**src/design/dfrr_pkg.sv**
```systemverilog
// Package for the delimited frame receive ring.
// Holds the command codes, the queue entry and status types and fixed constants.
// No dependencies.
`default_nettype none

package dfrr_pkg;

  localparam int unsigned BYTE_W     = 8;
  localparam int unsigned FIFO_DEPTH = 4;
  localparam int unsigned FIFO_PTR_W = $clog2(FIFO_DEPTH);
  localparam int unsigned FIFO_CNT_W = $clog2(FIFO_DEPTH + 1);
  // Widest slot index the ring supports (up to sixteen slots).
  localparam int unsigned SLOT_MAX_W = 4;

  localparam logic [BYTE_W-1:0] END_MARKER_RST = 8'd10;

  typedef enum logic [1:0] {
    CMD_DATA  = 2'd0,
    CMD_ERR   = 2'd1,
    CMD_CLOSE = 2'd2,
    CMD_READ  = 2'd3
  } cmd_kind_e;

  typedef struct packed {
    cmd_kind_e         kind;
    logic [BYTE_W-1:0] data;
  } cmd_t;

  typedef struct packed {
    logic                  reading;
    logic [SLOT_MAX_W-1:0] wr_slot;
    logic [SLOT_MAX_W-1:0] rd_slot;
  } back_status_t;

endpackage

`default_nettype wire

```
**src/design/delimited_frame_receive_ring.sv**
```systemverilog
// Delimited frame receive ring, top level. Depends on dfrr_pkg, dfrr_front,
// dfrr_fifo and dfrr_back.
// Throughput: one received byte per cycle while the queue has room; a read drains
// one frame byte per cycle while out_stall_i is low. Frame bytes pass the memory
// output and output registers; an empty answer skips the memory read.
// Reset (rst_ni low, asynchronous) empties the ring and queue and sets end_marker to 10.
`default_nettype none

// The block is split into a front end, a four-entry command queue and a back end.
//
// The front end holds the end_marker register and turns each accepted input beat
// into one command: a data byte, a reception error, a frame close or a read
// request. It stalls only when the queue is full.
//
// The back end executes one command per cycle while it is not reading out a frame
// and, for a read, while the output path has room: data bytes go into the frame store at
// the current write slot, the end marker writes the zero terminator and records the
// slot's last index, and an error restarts the frame. A read of a waiting frame issues
// each stored byte (terminator included) in turn from the frame store, and commands behind it
// wait in the queue until the frame has been issued. The read data passes a memory
// output register and then the output register, so one beat per cycle flows out
// while the consumer keeps stall low, and the path holds when it raises stall.
//
// A frame that closes when the ring already holds SLOTS-1 frames is discarded and
// flagged; the flag rides on every beat of the next read and is then cleared.
// Data bytes past FRAME_BYTES-1 in one frame are dropped.

module delimited_frame_receive_ring
  import dfrr_pkg::*;
#(
  parameter int unsigned SLOTS       = 6,
  parameter int unsigned FRAME_BYTES = 32
) (
  input  wire logic              clk_i,
  input  wire logic              rst_ni,
  input  wire logic              cfg_we_i,
  input  wire logic [BYTE_W-1:0] cfg_wdata_i,
  input  wire logic              in_valid_i,
  output logic                   in_stall_o,
  input  wire logic              action_i,
  input  wire logic [BYTE_W-1:0] rx_byte_i,
  input  wire logic              comm_error_i,
  output logic                   out_valid_o,
  input  wire logic              out_stall_i,
  output logic [BYTE_W-1:0]      frame_byte_o,
  output logic                   byte_valid_o,
  output logic                   last_o,
  output logic                   overflow_seen_o
);

  logic         q_full, q_push, q_pop, q_valid;
  cmd_t         q_in, q_out;
  back_status_t status;

  dfrr_front u_front (
    .clk_i       (clk_i),
    .rst_ni      (rst_ni),
    .cfg_we_i    (cfg_we_i),
    .cfg_wdata_i (cfg_wdata_i),
    .in_valid_i  (in_valid_i),
    .in_stall_o  (in_stall_o),
    .action_i    (action_i),
    .rx_byte_i   (rx_byte_i),
    .comm_error_i(comm_error_i),
    .q_full_i    (q_full),
    .q_push_o    (q_push),
    .q_cmd_o     (q_in)
  );

  dfrr_fifo u_fifo (
    .clk_i  (clk_i),
    .rst_ni (rst_ni),
    .push_i (q_push),
    .cmd_i  (q_in),
    .full_o (q_full),
    .pop_i  (q_pop),
    .cmd_o  (q_out),
    .valid_o(q_valid)
  );

  dfrr_back #(
    .SLOTS      (SLOTS),
    .FRAME_BYTES(FRAME_BYTES)
  ) u_back (
    .clk_i          (clk_i),
    .rst_ni         (rst_ni),
    .cmd_i          (q_out),
    .cmd_valid_i    (q_valid),
    .cmd_pop_o      (q_pop),
    .out_valid_o    (out_valid_o),
    .out_stall_i    (out_stall_i),
    .frame_byte_o   (frame_byte_o),
    .byte_valid_o   (byte_valid_o),
    .last_o         (last_o),
    .overflow_seen_o(overflow_seen_o),
    .status_o       (status)
  );

  // Both slot pointers stay inside the ring.
  a_slots_in_range: assert property (@(posedge clk_i) disable iff (!rst_ni)
    (32'(status.wr_slot) < SLOTS) && (32'(status.rd_slot) < SLOTS))
    else $error("slot pointer outside the ring");

  // A frame is only read out while the ring holds at least one frame.
  a_read_not_empty: assert property (@(posedge clk_i) disable iff (!rst_ni)
    status.reading |-> (status.wr_slot != status.rd_slot))
    else $error("frame readout from an empty ring");

  // The empty-ring answer is a single terminating beat with a zero byte.
  a_empty_answer: assert property (@(posedge clk_i) disable iff (!rst_ni)
    (out_valid_o && !byte_valid_o) |-> (last_o && (frame_byte_o == '0)))
    else $error("malformed empty-ring answer");

  // Every frame ends on its zero terminator.
  a_last_is_zero: assert property (@(posedge clk_i) disable iff (!rst_ni)
    (out_valid_o && last_o) |-> (frame_byte_o == '0))
    else $error("frame does not end on its terminator");

endmodule

`default_nettype wire

```
**src/design/dfrr_front.sv**
```systemverilog
// Front end of the frame ring: holds the end marker register, accepts input
// beats and classifies each one into a command. Uses dfrr_pkg.
`default_nettype none

module dfrr_front
  import dfrr_pkg::*;
(
  input  wire logic              clk_i,
  input  wire logic              rst_ni,
  input  wire logic              cfg_we_i,
  input  wire logic [BYTE_W-1:0] cfg_wdata_i,
  input  wire logic              in_valid_i,
  output logic                   in_stall_o,
  input  wire logic              action_i,
  input  wire logic [BYTE_W-1:0] rx_byte_i,
  input  wire logic              comm_error_i,
  input  wire logic              q_full_i,
  output logic                   q_push_o,
  output cmd_t                   q_cmd_o
);

  logic [BYTE_W-1:0] end_marker_q, end_marker_d;

  assign end_marker_d = cfg_we_i ? cfg_wdata_i : end_marker_q;

  always_ff @(posedge clk_i or negedge rst_ni) begin
    if (!rst_ni) begin
      end_marker_q <= END_MARKER_RST;
    end else begin
      end_marker_q <= end_marker_d;
    end
  end

  assign in_stall_o = q_full_i;
  assign q_push_o   = in_valid_i && !q_full_i;

  always_comb begin
    q_cmd_o.data = rx_byte_i;
    if (action_i) begin
      q_cmd_o.kind = CMD_READ;
    end else if (comm_error_i) begin
      q_cmd_o.kind = CMD_ERR;
    end else if (rx_byte_i == end_marker_q) begin
      q_cmd_o.kind = CMD_CLOSE;
    end else begin
      q_cmd_o.kind = CMD_DATA;
    end
  end

endmodule

`default_nettype wire

```
**src/design/dfrr_fifo.sv**
```systemverilog
// Short command queue between the front end and the back end of the ring.
// Uses dfrr_pkg for the entry type and depth.
`default_nettype none

module dfrr_fifo
  import dfrr_pkg::*;
(
  input  wire logic clk_i,
  input  wire logic rst_ni,
  input  wire logic push_i,
  input  wire cmd_t cmd_i,
  output logic      full_o,
  input  wire logic pop_i,
  output cmd_t      cmd_o,
  output logic      valid_o
);

  cmd_t                  entry_q [FIFO_DEPTH];
  logic [FIFO_PTR_W-1:0] wr_ptr_q, wr_ptr_d;
  logic [FIFO_PTR_W-1:0] rd_ptr_q, rd_ptr_d;
  logic [FIFO_CNT_W-1:0] count_q, count_d;
  logic                  do_push, do_pop;

  assign full_o  = (count_q == FIFO_CNT_W'(FIFO_DEPTH));
  assign valid_o = (count_q != '0);
  assign cmd_o   = entry_q[rd_ptr_q];
  assign do_push = push_i && !full_o;
  assign do_pop  = pop_i && valid_o;

  always_comb begin
    wr_ptr_d = do_push ? wr_ptr_q + 1'b1 : wr_ptr_q;
    rd_ptr_d = do_pop ? rd_ptr_q + 1'b1 : rd_ptr_q;
    count_d  = count_q;
    if (do_push && !do_pop) begin
      count_d = count_q + 1'b1;
    end else if (do_pop && !do_push) begin
      count_d = count_q - 1'b1;
    end
  end

  always_ff @(posedge clk_i or negedge rst_ni) begin
    if (!rst_ni) begin
      wr_ptr_q <= '0;
      rd_ptr_q <= '0;
      count_q  <= '0;
    end else begin
      wr_ptr_q <= wr_ptr_d;
      rd_ptr_q <= rd_ptr_d;
      count_q  <= count_d;
    end
  end

  always_ff @(posedge clk_i) begin
    if (do_push) begin
      entry_q[wr_ptr_q] <= cmd_i;
    end
  end

endmodule

`default_nettype wire

```
**src/design/dfrr_back.sv**
```systemverilog
// Back end of the frame ring: frame store, slot bookkeeping, frame readout and
// the two-stage output path. Uses dfrr_pkg.
`default_nettype none

module dfrr_back
  import dfrr_pkg::*;
#(
  parameter int unsigned SLOTS       = 6,
  parameter int unsigned FRAME_BYTES = 32
) (
  input  wire logic              clk_i,
  input  wire logic              rst_ni,
  input  wire cmd_t              cmd_i,
  input  wire logic              cmd_valid_i,
  output logic                   cmd_pop_o,
  output logic                   out_valid_o,
  input  wire logic              out_stall_i,
  output logic [BYTE_W-1:0]      frame_byte_o,
  output logic                   byte_valid_o,
  output logic                   last_o,
  output logic                   overflow_seen_o,
  output back_status_t           status_o
);

  localparam int unsigned SW    = $clog2(SLOTS);
  localparam int unsigned IW    = $clog2(FRAME_BYTES);
  localparam int unsigned AW    = SW + IW;
  localparam int unsigned DEPTH = SLOTS << IW;

  typedef enum logic [1:0] {
    ST_CMD  = 2'b01,
    ST_READ = 2'b10
  } state_e;

  state_e            state_q, state_d;
  logic [SW-1:0]     ws_q, ws_d, rs_q, rs_d;
  logic [SW-1:0]     ws_nxt, rs_nxt;
  logic [IW-1:0]     cnt_q, cnt_d;
  logic [IW-1:0]     idx_q, idx_d;
  logic              ovf_q, ovf_d;
  logic              rd_ovf_q, rd_ovf_d;

  logic [BYTE_W-1:0] mem [DEPTH];
  logic [BYTE_W-1:0] mem_rd_q;
  logic              mem_we, mem_re;
  logic [AW-1:0]     mem_waddr, mem_raddr;
  logic [BYTE_W-1:0] mem_wdata;

  logic [IW-1:0]     slot_last_q [SLOTS];
  logic              slot_we;
  logic [IW-1:0]     cur_last;

  // Stage one travels alongside the memory read register; stage two is the output.
  logic              s1_v_q, s1_v_d;
  logic              s1_bv_q, s1_bv_d;
  logic              s1_last_q, s1_last_d;
  logic              s1_ovf_q, s1_ovf_d;
  logic              s1_load, s1_move, out_free, issue_ok;

  logic              out_v_q, out_v_d;
  logic [BYTE_W-1:0] out_byte_q;
  logic              out_bv_q, out_last_q, out_ovf_q;

  assign ws_nxt   = (ws_q == SW'(SLOTS - 1)) ? '0 : ws_q + 1'b1;
  assign rs_nxt   = (rs_q == SW'(SLOTS - 1)) ? '0 : rs_q + 1'b1;
  assign cur_last = slot_last_q[rs_q];

  assign out_free = !out_v_q || !out_stall_i;
  assign s1_move  = s1_v_q && out_free;
  assign issue_ok = !s1_v_q || out_free;

  assign cmd_pop_o = cmd_valid_i && (state_q == ST_CMD) &&
                     ((cmd_i.kind != CMD_READ) || issue_ok);

  always_comb begin
    state_d   = state_q;
    ws_d      = ws_q;
    rs_d      = rs_q;
    cnt_d     = cnt_q;
    idx_d     = idx_q;
    ovf_d     = ovf_q;
    rd_ovf_d  = rd_ovf_q;
    mem_we    = 1'b0;
    mem_re    = 1'b0;
    mem_waddr = {ws_q, cnt_q};
    mem_raddr = {rs_q, idx_q};
    mem_wdata = cmd_i.data;
    slot_we   = 1'b0;
    s1_load   = 1'b0;
    s1_bv_d   = s1_bv_q;
    s1_last_d = s1_last_q;
    s1_ovf_d  = s1_ovf_q;
    case (state_q)
      ST_CMD: begin
        if (cmd_pop_o) begin
          case (cmd_i.kind)
            CMD_ERR: begin
              cnt_d = '0;
            end
            CMD_DATA: begin
              // Bytes past the slot's capacity are dropped.
              if (cnt_q < IW'(FRAME_BYTES - 1)) begin
                mem_we = 1'b1;
                cnt_d  = cnt_q + 1'b1;
              end
            end
            CMD_CLOSE: begin
              if (ws_nxt == rs_q) begin
                ovf_d = 1'b1;
              end else begin
                mem_we    = 1'b1;
                mem_wdata = '0;
                slot_we   = 1'b1;
                ws_d      = ws_nxt;
              end
              cnt_d = '0;
            end
            CMD_READ: begin
              rd_ovf_d = ovf_q;
              ovf_d    = 1'b0;
              if (rs_q == ws_q) begin
                s1_load   = 1'b1;
                s1_bv_d   = 1'b0;
                s1_last_d = 1'b1;
                s1_ovf_d  = ovf_q;
              end else begin
                state_d = ST_READ;
                idx_d   = '0;
              end
            end
            default: begin
            end
          endcase
        end
      end
      ST_READ: begin
        if (issue_ok) begin
          mem_re    = 1'b1;
          s1_load   = 1'b1;
          s1_bv_d   = 1'b1;
          s1_last_d = (idx_q == cur_last);
          s1_ovf_d  = rd_ovf_q;
          idx_d     = idx_q + 1'b1;
          if (idx_q == cur_last) begin
            rs_d    = rs_nxt;
            state_d = ST_CMD;
          end
        end
      end
      default: begin
        state_d = ST_CMD;
      end
    endcase
  end

  assign s1_v_d  = s1_load || (s1_v_q && !s1_move);
  assign out_v_d = s1_move || (out_v_q && !out_free);

  always_ff @(posedge clk_i or negedge rst_ni) begin
    if (!rst_ni) begin
      state_q  <= ST_CMD;
      ws_q     <= '0;
      rs_q     <= '0;
      cnt_q    <= '0;
      idx_q    <= '0;
      ovf_q    <= 1'b0;
      rd_ovf_q <= 1'b0;
      s1_v_q   <= 1'b0;
      out_v_q  <= 1'b0;
    end else begin
      state_q  <= state_d;
      ws_q     <= ws_d;
      rs_q     <= rs_d;
      cnt_q    <= cnt_d;
      idx_q    <= idx_d;
      ovf_q    <= ovf_d;
      rd_ovf_q <= rd_ovf_d;
      s1_v_q   <= s1_v_d;
      out_v_q  <= out_v_d;
    end
  end

  always_ff @(posedge clk_i) begin
    if (mem_we) begin
      mem[mem_waddr] <= mem_wdata;
    end
    if (mem_re) begin
      mem_rd_q <= mem[mem_raddr];
    end
  end

  always_ff @(posedge clk_i) begin
    if (slot_we) begin
      slot_last_q[ws_q] <= cnt_q;
    end
  end

  always_ff @(posedge clk_i) begin
    if (s1_load) begin
      s1_bv_q   <= s1_bv_d;
      s1_last_q <= s1_last_d;
      s1_ovf_q  <= s1_ovf_d;
    end
    if (s1_move) begin
      out_byte_q <= s1_bv_q ? mem_rd_q : '0;
      out_bv_q   <= s1_bv_q;
      out_last_q <= s1_last_q;
      out_ovf_q  <= s1_ovf_q;
    end
  end

  assign out_valid_o     = out_v_q;
  assign frame_byte_o    = out_byte_q;
  assign byte_valid_o    = out_bv_q;
  assign last_o          = out_last_q;
  assign overflow_seen_o = out_ovf_q;

  assign status_o.reading = (state_q == ST_READ);
  assign status_o.wr_slot = SLOT_MAX_W'(ws_q);
  assign status_o.rd_slot = SLOT_MAX_W'(rs_q);

endmodule

`default_nettype wire
```
**config.mk**
```make
export PLATFORM = sky130hd
export DESIGN_NAME = delimited_frame_receive_ring
export DESIGN_NICKNAME = d
export VERILOG_FILES = /design/src/design/dfrr_pkg.sv /design/src/design/delimited_frame_receive_ring.sv /design/src/design/dfrr_front.sv /design/src/design/dfrr_fifo.sv /design/src/design/dfrr_back.sv
export SDC_FILE = /design/constraint.sdc
export NUM_CORES = 2
export LEC_CHECK = 0
export CORE_AREA = 2 2 318 383
export DETAILED_ROUTE_END_ITERATION = 6
export DIE_AREA = 0 0 320 385
export DONT_BUFFER_PORTS = 1
export PLACE_DENSITY = 0.7
export SLEW_MARGIN = 30
export SYNTH_ARGS = -nofsm -noshare
export SYNTH_HDL_FRONTEND = slang
export SYNTH_SLANG_ARGS = --single-unit
```
**constraint.sdc**
```tcl
create_clock -name clk_i -period 16.6 [get_ports clk_i]
set_input_delay 4.15 -clock clk_i [delete_from_list [all_inputs] [get_ports clk_i]]
set_output_delay 4.15 -clock clk_i [all_outputs]
set_load 0.005 [all_outputs]
```
==> summary.txt <==
main area contributors after synthesis: edfxtp_1, mux4_2, mux2i_1
Yosys top cell by area: edfxtp_1
ys async rst share: 2.22%
Post-Place Setup Slack: 9170 ps
Fin. Hold Viols: 0
mapped cell area: 65400 um2
FMAX: 150 MHz
DRT Pass-1 Iters: 5
number of flops mapped to enable cells by yosys: 1628
commonest non-fill, non-tap cells in the layout: edfxtp_1, mux4_2, nor2_1
reg2reg end: u_back.mem_rd_q[2]
vias: 32500
status: finished clean
commonest non-fill, non-tap cell in the layout: edfxtp_1
setup slack, reg-to-reg: 11420 ps
Die Footprint: 123000 um2
Worst Path Arrival: 7090 ps
Hold Startpoint: u_fifo.count_q[2]
CP max FO: 17
WP data required: 17010 ps
Cell Rows: 139
minimum clock period: 6680 ps
input/output buffers: 0
wire per inst: 33.5 um
Vias/cell: 6.66
worst ir drop on vdd: 0.285 mV
FF-to-FF Start: u_back.idx_q[0]
root buf cell: clkbuf_16
Synth-to-Final Area Change: 10.8%
Hold Crit Class: register to register
Crit Path Class: input port to register
max-slew violation count: 0
Layout Skew: 30.8 ps
static leakage: 22.1 nW
grt total ovfl: 0
Global Route Usage Sum: 26.8%
CTS resizes: 0
max-cap viol count: 0
Worst Setup End Kind: register
Pwr Density: 166 nW/um2
clock latency on the worst-skew pair: 780 ps
Seq/Total Area, Yosys: 76.2%
vias in the first global route: 32800
worst rel slew slack: 29.5%
setup bufs post-CTS: 0
yosys warns: 0
final period utilization: 40.2%
H-tree depth: 4
final setup fails: 0
core area: 119000 um2
initial DRC count: 4523
layout cells sized above 1: 22.8%
largest net degree at the start of global routing: 153
CTS clk-pin slew, worst paths: 60 ps
Die W: 320 um
initial antenna violation count: 4
GP Congestion: 0.910
most frequently used flop master after synthesis: edfxtp_1
I/O Pins: 36
Post-Route Setup TNS: 0 ps
syn nets: 3209
library cells used by synthesis: 60
Inserted Clock Buffers: 152
RSZ-0062 raised after global routing: no
DP Wirelength: 100 mm
Slew @ Worst Pin: 1060 ps
CTS tree: done
clock sink total: 1665
fill count: 8066
global-route wire length before repair: 234 mm
DRC: 0
Final WS setup: 9920 ps
cts hold-fix bufs: 0
reg2reg path depth: 10
final net count: 3238
Yosys reg bits: 1665
Post-Syn Area per Cell: 20.6 um2
Die Ht: 385 um
WHS Endpoint: u_fifo.count_q[2]
Post-DRT Antenna Nets: 0
area fraction of the dominant cell type after synthesis: 74.8%
worst hold path depth: 1
Post-Route WL: 163 mm
clk buf depth: 3
startpoint types: input port
initial core utilization: 54.8%
cells after synthesis: 3170
==> critical path, stage by stage <==
cell       delay [ps]
and3_1            210
a21oi_1           220
buf_4             220
inv_1             130
a211oi_4          200
buf_4             330
o2111ai_2         610
buf_4             450
nor2_1            530
==> worst max path at each step <==
| stage | end | slack [ps] | depth (start not counted) | from |
|---|---|---|---|---|
| after floorplan | u_back.mem[0][7] | 5810 | 7 | out_stall_i |
| after global placement | u_back.mem[110][3] | 9200 | 9 | out_stall_i |
| after detailed placement | u_back.mem[125][7] | 9170 | 9 | out_stall_i |
| after CTS | u_back.mem[159][3] | 9990 | 9 | out_stall_i |
| after global routing | u_back.mem[189][1] | 9870 | 9 | out_stall_i |
| final | u_back.mem[109][7] | 9920 | 9 | out_stall_i |
==> metal layers <==
| metal | track usage, % | wire length [um] | vias up |
|---|---|---|---|
| met5 | 0 | 28 | - |
| met4 | 12.1 | 7430 | 4 |
| met3 | 5.11 | 14500 | 345 |
| met2 | 44.7 | 82400 | 2053 |
| met1 | 34.7 | 58900 | 17000 |
| li1 | - | - | 13100 |
==> cells by family (layout without fill, tap and decap cells) <==
| group | count (synthesis) | after routing | synth area share (%) |
|---|---|---|---|
| flip-flops | 1665 | 1665 | 76.2 |
| multiplexers | 542 | 542 | 15.9 |
| AND/OR/NAND/NOR | 483 | 483 | 3.21 |
| AO/OA/AOI/OAI | 226 | 226 | 2.52 |
| buffers and inverters | 214 | 365 | 1.57 |
| XOR/XNOR | 24 | 24 | 0.322 |
| adder cells (fa/ha/maj) | 16 | 16 | 0.318 |
| other | 0 | 4 | 0 |
==> flip-flops by register name, indices dropped and copies added, names as in the netlist, 2 cells and up, named ones only <==
| name | count |
|---|---|
| u_fifo.wr_ptr_q | 2 |
| u_back.cnt_q | 5 |
| u_back.state_q | 2 |
| u_back.ws_q | 3 |
| u_front.end_marker_q | 8 |
| u_back.idx_q | 5 |
| u_back.frame_byte_o | 8 |
| u_fifo.rd_ptr_q | 2 |
| u_back.mem | 1536 |
| u_back.mem_rd_q | 8 |
| u_back.slot_last_q | 30 |
| u_fifo.entry_q | 40 |
| u_fifo.count_q | 3 |
| u_back.rs_q | 3 |
==> synth_stat cells (all sizes together) (5+ instances only) <==
cell and n:
a211oi 10, a21oi 29, a221o 9, a221oi 29
a22o 5, a22oi 14, a31oi 12, a32oi 17
a41oi 5, and2 21, and3 13, buf 98
clkbuf 99, dfrtp 34, edfxtp 1628, ha 15
inv 16, mux2 31, mux2i 120, mux4 391
nand2 133, nand3 46, nand4 5, nor2 216
nor2b 22, nor3 9, o211ai 34, o21ai 33
o32a 5, xnor2 17, xor2 7
==> cell type report <==
type | instances | area (um2) | share of cell area [%]
flip-flops and latches | 1665 | 49800 | 68.8
clock buffers | 182 | 4020 | 5.55
multi-input cells | 1291 | 14700 | 20.3
inverters | 17 | 71.3 | 0.0985
well taps | 1551 | 1940 | 2.68
diodes | 4 | 10.0 | 0.0138
clock inverters | 94 | 970 | 1.34
repair buffers | 72 | 876 | 1.21
==> metrics by stage <==
| step | cell area (um2) | utilization [%] | hold WS, ps | power, mW | std cells |
|---|---|---|---|---|---|
| CTS | 72300 | 60.6 | 500 | 12.1 | 4869 |
| global placement | 67100 | 56.2 | 477 | 8.47 | 4582 |
| finish | 72400 | 60.7 | 499 | 12.0 | 4876 |
| detailed placement | 67300 | 56.4 | 482 | 8.61 | 4593 |
| floorplan | 65400 | - | 400 | 7.50 | 3170 |
| global route | 72400 | 60.7 | 529 | 12.4 | 4872 |
==> power breakdown <==
group          switching [mW]  total (mW)  internal (mW)
clock network            1.53        3.48           1.95
registers              0.0882        5.82           5.73
logic                    1.95        2.69          0.733
total                    3.57        12.0           8.42
Note: power is estimated with default switching activity, not from simulation.
